### src/rtl/otq_pkg.sv
// Shared constants, codes and types of the ordered timer queue.
package otq_pkg;

  localparam int TIMER_SLOTS = 16;
  localparam int SLOT_BITS   = 4;
  localparam int GEN_BITS    = 8;
  localparam int HANDLE_BITS = SLOT_BITS + GEN_BITS;
  localparam int TIME_BITS   = 64;
  localparam int IVL_BITS    = 32;
  localparam int MIN_BITS    = 20;
  localparam int OP_BITS     = 2;
  localparam int STATUS_BITS = 3;
  localparam int IN_DATA_BITS  = 176;
  localparam int OUT_DATA_BITS = 80;

  localparam logic [MIN_BITS-1:0] MIN_REARM_RESET = MIN_BITS'(100);
  localparam logic [SLOT_BITS-1:0] LAST_SLOT = SLOT_BITS'(TIMER_SLOTS - 1);

  typedef enum logic [OP_BITS-1:0] {
    OP_ADD    = 2'd0,
    OP_CANCEL = 2'd1,
    OP_TICK   = 2'd2,
    OP_NONE   = 2'd3
  } op_t;

  typedef enum logic [STATUS_BITS-1:0] {
    ST_ADDED     = 3'd0,
    ST_FULL      = 3'd1,
    ST_CANCELLED = 3'd2,
    ST_NOT_FOUND = 3'd3,
    ST_EXPIRED   = 3'd4
  } status_t;

  typedef enum logic [2:0] {
    S_IDLE,
    S_SCAN,
    S_SETTLE,
    S_DECIDE,
    S_DLY1,
    S_DLY2,
    S_EMIT_EXP,
    S_EMIT_FINAL
  } state_t;

  typedef struct packed {
    status_t                status;
    logic [HANDLE_BITS-1:0] handle;
    logic                   earliest_changed;
    logic                   rearm_valid;
    logic [TIME_BITS-1:0]   rearm_delay;
    logic                   last;
  } res_t;

  // Commands from the controller to the datapath
  typedef struct packed {
    logic load;
    logic scan_run;
    logic decide;
    logic dly1;
    logic dly2;
    logic push_exp;
    logic push_final;
  } cmd_t;

  // Status from the datapath to the controller
  typedef struct packed {
    op_t  op;
    logic scan_last;
    logic free_found;
    logic earliest;
    logic pend_found;
    logic act_any;
  } sts_t;

endpackage

### src/rtl/ordered_timer_queue.sv
// Top level of the ordered timer queue: controller, datapath, output register.
//
// Channel  | Direction | Handshake                   | Contents
// ---------+-----------+-----------------------------+---------------------------------
// s_*      | in        | s_tvalid / s_tready         | one command word (add, cancel, tick)
// m_*      | out       | m_tvalid / m_tready         | result words, m_tlast on the final one
// cfg_*    | in        | cfg_valid / cfg_ready       | min_rearm_delay, 20 bits
//
// Sequence: a cancel goes straight to the decision and the final word. An add
// first scans all 16 slots through the single read port of the slot memory;
// when it becomes the earliest, two delay stages follow. A tick does one full
// scan per expired timer to find the next earliest, then the summary word.
// Reset: all slots inactive, generations zero, min_rearm_delay 100.
// Stalls: the output register holds one word; a held word does not stop the next
// command being taken or a scan, but each emit state waits until the register can take its word.
// cfg_ready is always high; write it only while the queue is idle.
module ordered_timer_queue import otq_pkg::*; (
  input  logic                     clk,
  input  logic                     rst,
  input  logic                     s_tvalid,
  output logic                     s_tready,
  // now_time[63:0], expire_time[127:64], reload_interval[159:128],
  // handle_in[171:160], zero pad above
  input  logic [IN_DATA_BITS-1:0]  s_tdata,
  // op
  input  logic [OP_BITS-1:0]       s_tuser,
  output logic                     m_tvalid,
  input  logic                     m_tready,
  // handle_out[11:0], earliest_changed[12], rearm_valid[13],
  // rearm_delay[77:14], zero pad above
  output logic [OUT_DATA_BITS-1:0] m_tdata,
  // status
  output logic [STATUS_BITS-1:0]   m_tuser,
  output logic                     m_tlast,
  input  logic                     cfg_valid,
  output logic                     cfg_ready,
  input  logic [MIN_BITS-1:0]      cfg_data
);

  cmd_t cmd;
  sts_t sts;
  res_t res;
  res_t obuf;
  logic obuf_valid;
  logic can_push;
  logic push;
  op_t  in_op;

  assign in_op     = op_t'(s_tuser);
  assign cfg_ready = 1'b1;
  // the output register takes a word when empty or draining this cycle
  assign can_push  = !obuf_valid || m_tready;
  assign push      = cmd.push_exp || cmd.push_final;

  otq_ctrl u_ctrl (
    .clk      (clk),
    .rst      (rst),
    .in_valid (s_tvalid),
    .in_op    (in_op),
    .can_push (can_push),
    .sts      (sts),
    .in_ready (s_tready),
    .cmd      (cmd)
  );

  otq_dp u_dp (
    .clk         (clk),
    .rst         (rst),
    .cmd         (cmd),
    .in_op       (in_op),
    .in_now      (s_tdata[63:0]),
    .in_expire   (s_tdata[127:64]),
    .in_interval (s_tdata[159:128]),
    .in_handle   (s_tdata[171:160]),
    .cfg_we      (cfg_valid && cfg_ready),
    .cfg_wdata   (cfg_data),
    .sts         (sts),
    .res         (res)
  );

  // Hold the word until taken; load a fresh one whenever the controller pushes
  always_ff @(posedge clk) begin
    if (rst) begin
      obuf_valid <= 1'b0;
    end else if (push) begin
      obuf_valid <= 1'b1;
    end else if (m_tready) begin
      obuf_valid <= 1'b0;
    end
  end

  always_ff @(posedge clk) begin
    if (push) obuf <= res;
  end

  assign m_tvalid = obuf_valid;
  assign m_tdata  = {2'b00, obuf.rearm_delay, obuf.rearm_valid, obuf.earliest_changed,
                     obuf.handle};
  assign m_tuser  = obuf.status;
  assign m_tlast  = obuf.last;

  // A push never overwrites a word that is still waiting
  a_no_overwrite: assert property (@(posedge clk) disable iff (rst)
    push |-> (!obuf_valid || m_tready))
    else $error("result pushed over a held word");

  // No command is taken while the controller is still producing words
  a_accept_quiet: assert property (@(posedge clk) disable iff (rst)
    (s_tvalid && s_tready) |-> !push)
    else $error("command taken during result production");

  // earliest_changed only accompanies a successful add carrying a delay
  a_earliest_add: assert property (@(posedge clk) disable iff (rst)
    (m_tvalid && m_tdata[12]) |-> (m_tuser == ST_ADDED && m_tdata[13] && m_tlast))
    else $error("earliest_changed outside a successful add");

  // Every word that is not the final one carries the expired status
  a_status_range: assert property (@(posedge clk) disable iff (rst)
    (m_tvalid && !m_tlast) |-> (m_tuser == ST_EXPIRED))
    else $error("non-final word with a status other than expired");

endmodule

### src/rtl/otq_ctrl.sv
// Sequencing state machine of the ordered timer queue.
module otq_ctrl import otq_pkg::*; (
  input  logic clk,
  input  logic rst,
  input  logic in_valid,
  input  op_t  in_op,
  input  logic can_push,
  input  sts_t sts,
  output logic in_ready,
  output cmd_t cmd
);

  state_t state, state_next;

  always_ff @(posedge clk) begin
    if (rst) begin
      state <= S_IDLE;
    end else begin
      state <= state_next;
    end
  end

  always_comb begin
    state_next = state;
    unique case (state)
      S_IDLE: begin
        if (in_valid) begin
          unique case (in_op)
            OP_ADD, OP_TICK: state_next = S_SCAN;
            OP_CANCEL:       state_next = S_DECIDE;
            default:         state_next = S_IDLE;
          endcase
        end
      end
      S_SCAN: begin
        if (sts.scan_last) state_next = S_SETTLE;
      end
      S_SETTLE: state_next = S_DECIDE;
      S_DECIDE: begin
        unique case (sts.op)
          OP_ADD: begin
            if (sts.free_found && sts.earliest) state_next = S_DLY1;
            else state_next = S_EMIT_FINAL;
          end
          OP_CANCEL: state_next = S_EMIT_FINAL;
          OP_TICK: begin
            priority if (sts.pend_found) state_next = S_EMIT_EXP;
            else if (sts.act_any) state_next = S_DLY1;
            else state_next = S_EMIT_FINAL;
          end
          default: state_next = S_IDLE;
        endcase
      end
      S_DLY1: state_next = S_DLY2;
      S_DLY2: state_next = S_EMIT_FINAL;
      S_EMIT_EXP: begin
        if (can_push) state_next = S_SCAN;
      end
      S_EMIT_FINAL: begin
        if (can_push) state_next = S_IDLE;
      end
      default: state_next = S_IDLE;
    endcase
  end

  always_comb begin
    in_ready       = (state == S_IDLE);
    cmd.load       = (state == S_IDLE) && in_valid;
    cmd.scan_run   = (state == S_SCAN);
    cmd.decide     = (state == S_DECIDE);
    cmd.dly1       = (state == S_DLY1);
    cmd.dly2       = (state == S_DLY2);
    cmd.push_exp   = (state == S_EMIT_EXP) && can_push;
    cmd.push_final = (state == S_EMIT_FINAL) && can_push;
  end

endmodule

### src/rtl/otq_dp.sv
// Slot storage, scan accumulator, delay arithmetic and result register.
module otq_dp import otq_pkg::*; (
  input  logic                   clk,
  input  logic                   rst,
  input  cmd_t                   cmd,
  input  op_t                    in_op,
  input  logic [TIME_BITS-1:0]   in_now,
  input  logic [TIME_BITS-1:0]   in_expire,
  input  logic [IVL_BITS-1:0]    in_interval,
  input  logic [HANDLE_BITS-1:0] in_handle,
  input  logic                   cfg_we,
  input  logic [MIN_BITS-1:0]    cfg_wdata,
  output sts_t                   sts,
  output res_t                   res
);

  // captured item
  op_t                    op_q;
  logic [TIME_BITS-1:0]   now_q;
  logic [TIME_BITS-1:0]   exp_q;
  logic [IVL_BITS-1:0]    iv_q;
  logic [HANDLE_BITS-1:0] hnd_q;
  logic [MIN_BITS-1:0]    min_q;

  // slot state
  logic [TIME_BITS-1:0] mem_exp [TIMER_SLOTS];
  logic [IVL_BITS-1:0]  mem_iv  [TIMER_SLOTS];
  logic [TIMER_SLOTS-1:0] active;
  logic [TIMER_SLOTS-1:0] taken;
  logic [GEN_BITS-1:0]  gen [TIMER_SLOTS];

  // scan
  logic [SLOT_BITS-1:0] cnt;
  logic                 acc_en;
  logic [SLOT_BITS-1:0] acc_idx;
  logic [TIME_BITS-1:0] rd_exp;
  logic [IVL_BITS-1:0]  rd_iv;

  logic                 pend_found;
  logic [SLOT_BITS-1:0] pend_slot;
  logic [TIME_BITS-1:0] pend_exp;
  logic [IVL_BITS-1:0]  pend_iv;
  logic                 act_any;
  logic [TIME_BITS-1:0] act_min;
  logic                 free_found;
  logic [SLOT_BITS-1:0] free_slot;

  logic [TIME_BITS-1:0] dly_base;
  logic [TIME_BITS-1:0] d1;

  logic [SLOT_BITS-1:0] sel_slot;
  logic [GEN_BITS-1:0]  gen_sel;
  logic                 match;
  logic                 earliest;
  logic [TIME_BITS-1:0] min64;
  logic [TIME_BITS:0]   reload_sum;
  logic [TIME_BITS-1:0] reload_exp;
  logic                 add_commit;
  logic                 reload_we;
  logic                 scan_clr;

  // word fields settled at the decision step
  status_t                dec_status;
  logic [HANDLE_BITS-1:0] dec_handle;
  logic                   dec_ec;
  logic                   dec_last;

  assign min64      = TIME_BITS'(min_q);
  assign scan_clr   = cmd.load || cmd.push_exp;
  assign earliest   = !act_any || (exp_q < act_min);
  assign add_commit = cmd.decide && (op_q == OP_ADD) && free_found;
  assign reload_we  = cmd.push_exp && (pend_iv != '0);
  assign reload_sum = {1'b0, now_q} + (TIME_BITS + 1)'(pend_iv);
  assign reload_exp = reload_sum[TIME_BITS] ? '1 : reload_sum[TIME_BITS-1:0];

  // one generation read port, steered by the operation in hand
  always_comb begin
    unique case (op_q)
      OP_CANCEL: sel_slot = hnd_q[SLOT_BITS-1:0];
      OP_ADD:    sel_slot = free_slot;
      default:   sel_slot = pend_slot;
    endcase
  end
  assign gen_sel = gen[sel_slot];
  assign match   = active[sel_slot] && (gen_sel == hnd_q[HANDLE_BITS-1:SLOT_BITS]);

  assign sts.op         = op_q;
  assign sts.scan_last  = cmd.scan_run && (cnt == LAST_SLOT);
  assign sts.free_found = free_found;
  assign sts.earliest   = earliest;
  assign sts.pend_found = pend_found;
  assign sts.act_any    = act_any;

  always_ff @(posedge clk) begin
    if (cmd.load) begin
      op_q  <= in_op;
      now_q <= in_now;
      exp_q <= in_expire;
      iv_q  <= in_interval;
      hnd_q <= in_handle;
    end
  end

  always_ff @(posedge clk) begin
    if (rst) begin
      min_q <= MIN_REARM_RESET;
    end else if (cfg_we) begin
      min_q <= cfg_wdata;
    end
  end

  // slot memories: one write port, one registered read port at the scan index
  always_ff @(posedge clk) begin
    if (add_commit) begin
      mem_exp[free_slot] <= exp_q;
      mem_iv[free_slot]  <= iv_q;
    end else if (reload_we) begin
      mem_exp[pend_slot] <= reload_exp;
    end
    rd_exp  <= mem_exp[cnt];
    rd_iv   <= mem_iv[cnt];
    acc_idx <= cnt;
  end

  always_ff @(posedge clk) begin
    if (rst) begin
      cnt    <= '0;
      acc_en <= 1'b0;
    end else begin
      acc_en <= cmd.scan_run;
      if (scan_clr) cnt <= '0;
      else if (cmd.scan_run) cnt <= cnt + 1'b1;
    end
  end

  // running minimum of pending and of active expiries, first free slot
  always_ff @(posedge clk) begin
    if (rst || scan_clr) begin
      pend_found <= 1'b0;
      act_any    <= 1'b0;
      free_found <= 1'b0;
    end else if (acc_en) begin
      if (active[acc_idx] && !taken[acc_idx] && (rd_exp <= now_q) &&
          (!pend_found || (rd_exp < pend_exp))) begin
        pend_found <= 1'b1;
        pend_slot  <= acc_idx;
        pend_exp   <= rd_exp;
        pend_iv    <= rd_iv;
      end
      if (active[acc_idx] && (!act_any || (rd_exp < act_min))) begin
        act_any <= 1'b1;
        act_min <= rd_exp;
      end
      if (!active[acc_idx] && !free_found) begin
        free_found <= 1'b1;
        free_slot  <= acc_idx;
      end
    end
  end

  always_ff @(posedge clk) begin
    if (rst) begin
      active <= '0;
      taken  <= '0;
      for (int i = 0; i < TIMER_SLOTS; i++) gen[i] <= '0;
    end else begin
      if (cmd.load) taken <= '0;
      if (add_commit) active[free_slot] <= 1'b1;
      if (cmd.decide && (op_q == OP_CANCEL) && match) begin
        active[sel_slot] <= 1'b0;
        gen[sel_slot]    <= gen_sel + 1'b1;
      end
      if (cmd.push_exp) begin
        taken[pend_slot] <= 1'b1;
        if (pend_iv == '0) begin
          active[pend_slot] <= 1'b0;
          gen[pend_slot]    <= gen[pend_slot] + 1'b1;
        end
      end
    end
  end

  // pick status, handle and end marker of the word being decided
  always_comb begin
    dec_status = ST_EXPIRED;
    dec_handle = '0;
    dec_ec     = 1'b0;
    dec_last   = 1'b1;
    unique case (op_q)
      OP_ADD: begin
        if (free_found) begin
          dec_status = ST_ADDED;
          dec_handle = {gen_sel, free_slot};
          dec_ec     = earliest;
        end else begin
          dec_status = ST_FULL;
        end
      end
      OP_CANCEL: begin
        if (match) begin
          dec_status = ST_CANCELLED;
          dec_handle = hnd_q;
        end else begin
          dec_status = ST_NOT_FOUND;
        end
      end
      default: begin
        if (pend_found) begin
          dec_handle = {gen_sel, pend_slot};
          dec_last   = 1'b0;
        end
      end
    endcase
  end

  // result register and delay arithmetic
  always_ff @(posedge clk) begin
    if (cmd.decide) begin
      dly_base             <= (op_q == OP_ADD) ? exp_q : act_min;
      res.status           <= dec_status;
      res.handle           <= dec_handle;
      res.earliest_changed <= dec_ec;
      res.rearm_valid      <= 1'b0;
      res.rearm_delay      <= '0;
      res.last             <= dec_last;
    end
    if (cmd.dly1) begin
      d1 <= (now_q < dly_base) ? (dly_base - now_q) : min64;
    end
    if (cmd.dly2) begin
      res.rearm_delay <= (d1 < min64) ? min64 : d1;
      res.rearm_valid <= 1'b1;
    end
  end

endmodule
### config.mk
export PLATFORM = sky130hd
export DESIGN_NAME = ordered_timer_queue
export DESIGN_NICKNAME = d
export VERILOG_FILES = /design/src/rtl/otq_pkg.sv /design/src/rtl/ordered_timer_queue.sv /design/src/rtl/otq_ctrl.sv /design/src/rtl/otq_dp.sv
export SDC_FILE = /design/constraint.sdc
export NUM_CORES = 2
export LEC_CHECK = 0
export BUFFER_PORTS_ARGS = -buffer_cell sky130_fd_sc_hd__buf_2
export CAP_MARGIN = 40
export CORE_ASPECT_RATIO = 1.5
export CORE_UTILIZATION = 25
export DETAILED_ROUTE_END_ITERATION = 10
export HOLD_SLACK_MARGIN = 0.06
export PLACE_DENSITY = 0.4
export SLEW_MARGIN = 0
export SYNTH_ARGS = -nofsm -noshare
export SYNTH_HDL_FRONTEND = slang
export SYNTH_SLANG_ARGS = --single-unit
export TNS_END_PERCENT = 5
### constraint.sdc
create_clock -name clk -period 11.9 [get_ports clk]
set_clock_uncertainty 0.1 [all_clocks]
set_input_delay 1.785 -clock clk [delete_from_list [all_inputs] [get_ports clk]]
set_output_delay 1.785 -clock clk [all_outputs]
set_load 0.005 [all_outputs]
* Yosys cells after proc, flatten, opt, wreduce, memory -nomap -nowiden
Memory sizes are Yosys's and may differ from the RTL's. A register that Yosys moved wholly into a read port is not among the register bits.
Cells that the tools add are included.
** Word-level totals
- Register bits :: 702
- Bits in writable memories :: 1664
- Bits of input ports :: 203
- Output and inout bits :: 87
- Logic and storage cells :: 207
- Memories :: 3
** Memory list
- u_dp.mem_exp :: depth 16, bits a word 64, read ports 1, clocked after Yosys merged registers in 1, wr ports 1, RTL line otq_dp.sv:26 : logic [TIME_BITS-1:0] mem_exp [TIMER_SLOTS];
- u_dp.mem_iv :: depth 16, bits a word 32, read ports 1, clocked after Yosys merged registers in 1, wr ports 1, RTL line otq_dp.sv:27 : logic [IVL_BITS-1:0] mem_iv [TIMER_SLOTS];
- u_dp.gen :: depth 16, bits a word 8, read ports 2, clocked after Yosys merged registers in 1, wr ports 16, RTL line otq_dp.sv:30 : logic [GEN_BITS-1:0] gen [TIMER_SLOTS];
** Operators by class
- Add/subtract/negate cells :: 5
- Magnitude comparators :: 13
- Equality and inequality tests :: 17
- Mux-type cells :: 73
- Bitwise gates (word level) :: 7
- Reductions and logical operators :: 53
** Operator list (number)
- $mux 64 :: 5
- $lt 64x64->1 :: 4
- $mux 16 :: 9
- $add 64x32->65 :: 1
- $mux 65 :: 1
- $le 64x64->1 :: 1
- $lt 64x20->1 :: 1
- $reduce_or 64->1 :: 1
- $sub 64x64->64 :: 1
- $mux 12 :: 3
- $and 16x16->16 :: 2
- $logic_not 32->1 :: 1
- $not 16->16 :: 2
- $or 16x16->16 :: 2
- $reduce_bool 32->1 :: 1
- $mux 1 :: 29
- $pmux 12 s2 :: 1
- $pmux 3 s8 :: 1
- $lt 4x5->1 const B :: 4
- $mux 20 :: 1
- $logic_and 1x1->1 :: 19
- $add 8x1->8 const B :: 2
- $mux 4 :: 4
- $mux 8 :: 2
- 30 further kinds :: 70

* Depth between registers and ports, before layout
- Word-level depth :: 13
- Mapped depth :: 16
- Gate-level depth less buffers :: 13

* Modules after synthesis
From an unflattened synthesis, not the netlist that was laid out.
** Second synthesis, totals
- Cell total of the unflattened synthesis :: 6313
- Area total of the unflattened synthesis :: 106374.5 um2
** By module, submodules not included
- otq_dp :: instances 1, cells each 6179, area each 103493.0 um2, seq. area each 69817.0 um2
- ordered_timer_queue :: instances 1, cells each 92, area each 2542.4 um2, seq. area each 2482.4 um2
- otq_ctrl :: instances 1, cells each 42, area each 339.1 um2, seq. area each 60.1 um2

* Worst setup path after synthesis
OpenSTA, ideal clock, no wires.
- Path type :: flip-flop to flip-flop
- Start :: register u_ctrl.state[0]
- End :: memory u_dp.mem_exp[12][0] (enable)
- Setup time :: 0.493 ns
- Arrival time :: 6.209 ns
- Required time :: 11.307 ns
- Slack :: 5.098 ns
- Cell stages (with the launch flop) :: 10
- Buffers on the path :: 2
- Period minus slack after synthesis :: 6.802 ns
- Cell sequence :: dfxtp_1 clkbuf_1 nand2_1 or2_2 clkbuf_1 inv_1 nand2_1 nor3_1 a21oi_1 nor2b_1
** On the way
- Longest elaborated chain between the ends :: 8
- Elaborated cells on any way between the ends :: 14
- Those cells by class :: 2 x eq/ne; 7 x mux; 5 x reduce/logical
** RTL lines
- start, declared :: RTL line otq_ctrl.sv:13 : state_t state, state_next;
- start signal, assigned :: RTL line otq_ctrl.sv:19 : state <= state_next;
- $eq 3x3->1 :: RTL line otq_ctrl.sv:73 : cmd.push_exp = (state == S_EMIT_EXP) && can_push;
- $logic_and 1x1->1 :: RTL line otq_ctrl.sv:73
- $logic_and 1x1->1 :: RTL line otq_dp.sv:72 : assign reload_we = cmd.push_exp && (pend_iv != '0);
- $mux 1 :: RTL line otq_dp.sv:117 : end else if (reload_we) begin
- $mux 1 :: RTL line otq_dp.sv:114 : if (add_commit) begin
- $mux 1 (not written as such) :: RTL line otq_dp.sv:118 : mem_exp[pend_slot] <= reload_exp;
- $reduce_or 64->1 (no line)
- $mux 4 (no line) / $mux 1 (equally long branches)
- end, declared :: RTL line otq_dp.sv:26
Parallel ways exist; a longest one is shown, timed or not.

==> flow_metrics.py <==
metrics = {
    "outcome": {
        "status": "finished, violations left",
        "violations": "DRC",
    },
    "logic_synthesis": {
        "synth_area_per_cell_um2": 16.67,
        "yosys_warnings": 0,
        "synth_mux_area_share_pct": 12.33,
        "ys_ff_latch": 2466,
        "synthFlopType": "edfxtp_1",
        "synthXorXnorAreaFrac_pct": 1.079,
        "yosysUniqueCellTypes": 91,
        "yosys-top-cells-area": "edfxtp_1 (65%), mux4_2 (11%), ha_1 (4.4%)",
        "synth_top_area_share_pct": 65.36,
        "synthSimpleGateAreaFrac_pct": 4.860,
        "synth_fa_ha_area_share_pct": 4.425,
        "synth.yosys.seq_area_share_pct": 68.57,
        "synth_top_family_by_area": "multiplexers",
        "synth_compound_area_share_pct": 6.585,
        "syn-cell-area_um2": 105500,
        "synth_top_cell_by_area": "edfxtp_1",
        "synthCells": 6330,
        "synth_edf_count": 2297,
        "async_flop_share_pct": 0,
    },
    "power": {
        "swShare_pct": 30.30,
        "p_int_w": 0.01731,
        "seqPwrFrac_pct": 44.8,
        "powerDensity_nw_per_um2": 199.0,
        "p_clk_share_pct": 34.6,
        "p_sw_w": 0.007524,
        "ir_worst_vdd_mv": 0.1028,
        "p_comb_share_pct": 20.6,
        "leakagePower_nw": 41.44,
        "p_total_w": 0.02483,
    },
    "job": {
        "maxCapViolations": 0,
    },
    "worst_hold_path": {
        "hold_path_class": "reg2reg",
    },
    "final_layout": {
        "fin_nets": 7414,
        "syn_to_final_growth_pct": 18.26,
        "fin_util_pct": 29.75,
        "drive_gt1_share_pct": 22.34,
        "nFillCells": 41700,
        "finalNonFillerCells": 12640,
        "seqCellArea_um2": 72380,
        "multi_input_area_um2": 31300,
    },
    "worst_setup_path": {
        "worst_ep_arrival_time_ns": 6.98,
        "crit_type": "reg2reg",
        "required_ns": 12.39,
        "cp_max_fo": 39,
        "start_kind": "flip-flop",
        "end_kind": "flip-flop",
        "r2r_slack_ns": 5.41,
    },
    "global_route": {
        "grt_pass1_vias": 62220,
        "grt_usage_pct": 15.99,
        "antenna_found_initial": 33,
        "grt.overflow.total": 0,
        "grt_pass1_wl_mm": 483.5,
        "grt_max_degree": 77,
    },
    "drt": {
        "wl_per_cell_um": 27.38,
        "via_count": 59720,
        "drtIter0Drc": 4560,
        "ant_nets": 0,
        "drt-vias-per-instance": 4.723,
        "drc": 88,
        "finalWirelength_mm": 346.2,
        "drt-pass1-iter-count": 11,
    },
    "clock_tree": {
        "clockBufferDepth": 4,
        "clk_pin_slew_ns": 0.06,
        "cts_max_level": 5,
        "clock_latency_ns": 0.93,
        "cts_tree": "yes",
        "post_cts_buffers": 0,
        "ctsHoldBuffers": 0,
        "root_buffer": "clkbuf_16",
        "cts_resized": 0,
        "cts.sinks": 2466,
        "cts_buffers": 274,
    },
    "die": {
        "core_area_um2": 419400,
        "start_util_pct": 25.16,
        "pin_count": 290,
        "fp.dieW_um": 532.5,
        "fp.dieH_um": 797.7,
        "rows": 291,
        "die_area_um2": 424800,
    },
    "timing": {
        "finalCritPeriodShare_pct": 54.50,
        "final_hold_viol_count": 0,
        "tns_ns": 0,
        "rsz0062_at_grt": "no",
        "slew-limit-headroom_pct": 34.78,
        "post-route-min-period_ns": 6.486,
        "drv_slew": 0,
        "setup_viol": 0,
        "max_freq_mhz": 154.2,
        "whs_ns": 0.3007,
        "worst_slew_pin_slew_ns": 0.9740,
    },
    "place": {
        "dpl.cell_count": 12120,
        "place.gp.congestion": 0.8397,
        "hpwlAfterDp_mm": 233.0,
        "io_buffers": 282,
    },
}
## worst paths after layout
kind                     start             end  depth (start not counted)
setup / recovery  u_dp.op_q[1]  u_dp.gen[1][6]                         11
hold / removal    u_dp.res[71]      m_tdata[4]                          0
setup reg to reg  u_dp.op_q[1]  u_dp.gen[1][6]                         11
hold reg to reg   u_dp.res[71]      m_tdata[4]                          0
## registers in the layout, summed over array words and instances (netlist names), 78 cells and up, named ones only
name / flops
u_dp.mem_exp: 1024
u_dp.gen: 128
u_dp.res: 82
m_tdata: 78
u_dp.mem_iv: 512
## layout by cell type (no fill, tap or decap), drive strengths merged, types with 72 or more instances in the layout
cell type / n
a21o: 149
buf: 538
xnor2: 80
nand3: 86
nand4: 106
mux2i: 74
clkinv: 82
nor2: 294
o21ai: 227
inv: 280
mux4: 536
a211oi: 72
dfxtp: 169
ha: 370
a21oi: 348
nand2: 299
clkbuf: 372
edfxtp: 2297
## stage by stage
| step | setup WS, ns | instance area [um^2] |
|---|---|---|
| final | 5.414 | 124800 |
| after global routing | 5.262 | 124800 |
| after CTS | 5.486 | 124700 |
| after detailed placement | 5.293 | 115700 |
| after global placement | 5.210 | 114100 |
| after floorplan | 5.098 | 105500 |
## logic make-up after synthesis
family | Yosys count
flops | 2466
simple gates | 1069
xor+xnor | 127
mux | 626
compound gates | 1096
other cells | 2
fa+ha+maj | 372
buf+inv | 572
## cells in the mapped netlist (34+ instances only)
| cell | number |
|---|---|
| o211ai_1 | 55 |
| a21o_1 | 149 |
| nor2_1 | 294 |
| xnor2_1 | 78 |
| inv_1 | 263 |
| and2_1 | 60 |
| a21oi_1 | 347 |
| nor4_1 | 42 |
| nand4_1 | 106 |
| xor2_1 | 47 |
| nor3_1 | 48 |
| edfxtp_1 | 2297 |
| nor2b_1 | 34 |
| o21ai_0 | 219 |
| mux2i_1 | 73 |
| mux4_2 | 533 |
| a211oi_1 | 72 |
| buf_2 | 41 |
| nand3_1 | 85 |
| dfxtp_1 | 169 |
| ha_1 | 370 |
| nand2_1 | 299 |
| clkbuf_1 | 203 |
| buf_1 | 48 |
## power groups by stage
stage / registers (W) / logic (W) / clock network, W
final: 0.0111 / 0.00512 / 0.00858
after global routing: 0.0112 / 0.00556 / 0.00914
after CTS: 0.0112 / 0.00520 / 0.00885
after detailed placement: 0.0113 / 0.00518 / 0
after global placement: 0.0113 / 0.00498 / 0
after floorplan: 0.0110 / 0.00324 / 0
## critical path, cell delays in order, from the launching register on
cell	delay, ns
edfxtp_1	0.32
buf_4	0.43
nand2_1	0.49
o21ai_4	0.39
buf_4	0.56
mux4_1	0.62
mux2i_1	0.47
xor2_1	0.26
a22o_1	0.79
nand3_2	0.95
o21ai_1	0.39
buf_4	0.30
## cell type report
type                            count  area share [%]
Antenna cell                       11         0.02206
Clock buffer                      372           6.009
Clock inverter                    130           1.206
Inverter                          265          0.8071
Multi-Input combinational cell   3293           25.08
Sequential cell                  2466           57.99
Tap cell                         5567           5.581
Timing Repair Buffer              539           3.302
## layer usage
layer | track usage [%] | vias to the layer above | share of wire (%)
met5 | 0 | - | 0.0078
met1 | 20.46 | 31440 | 43
met3 | 2.069 | 414 | 4.1
met4 | 4.210 | 4 | 2.6
li1 | - | 26300 | -
met2 | 28.29 | 1564 | 50
(Power assumes the default switching activity.)
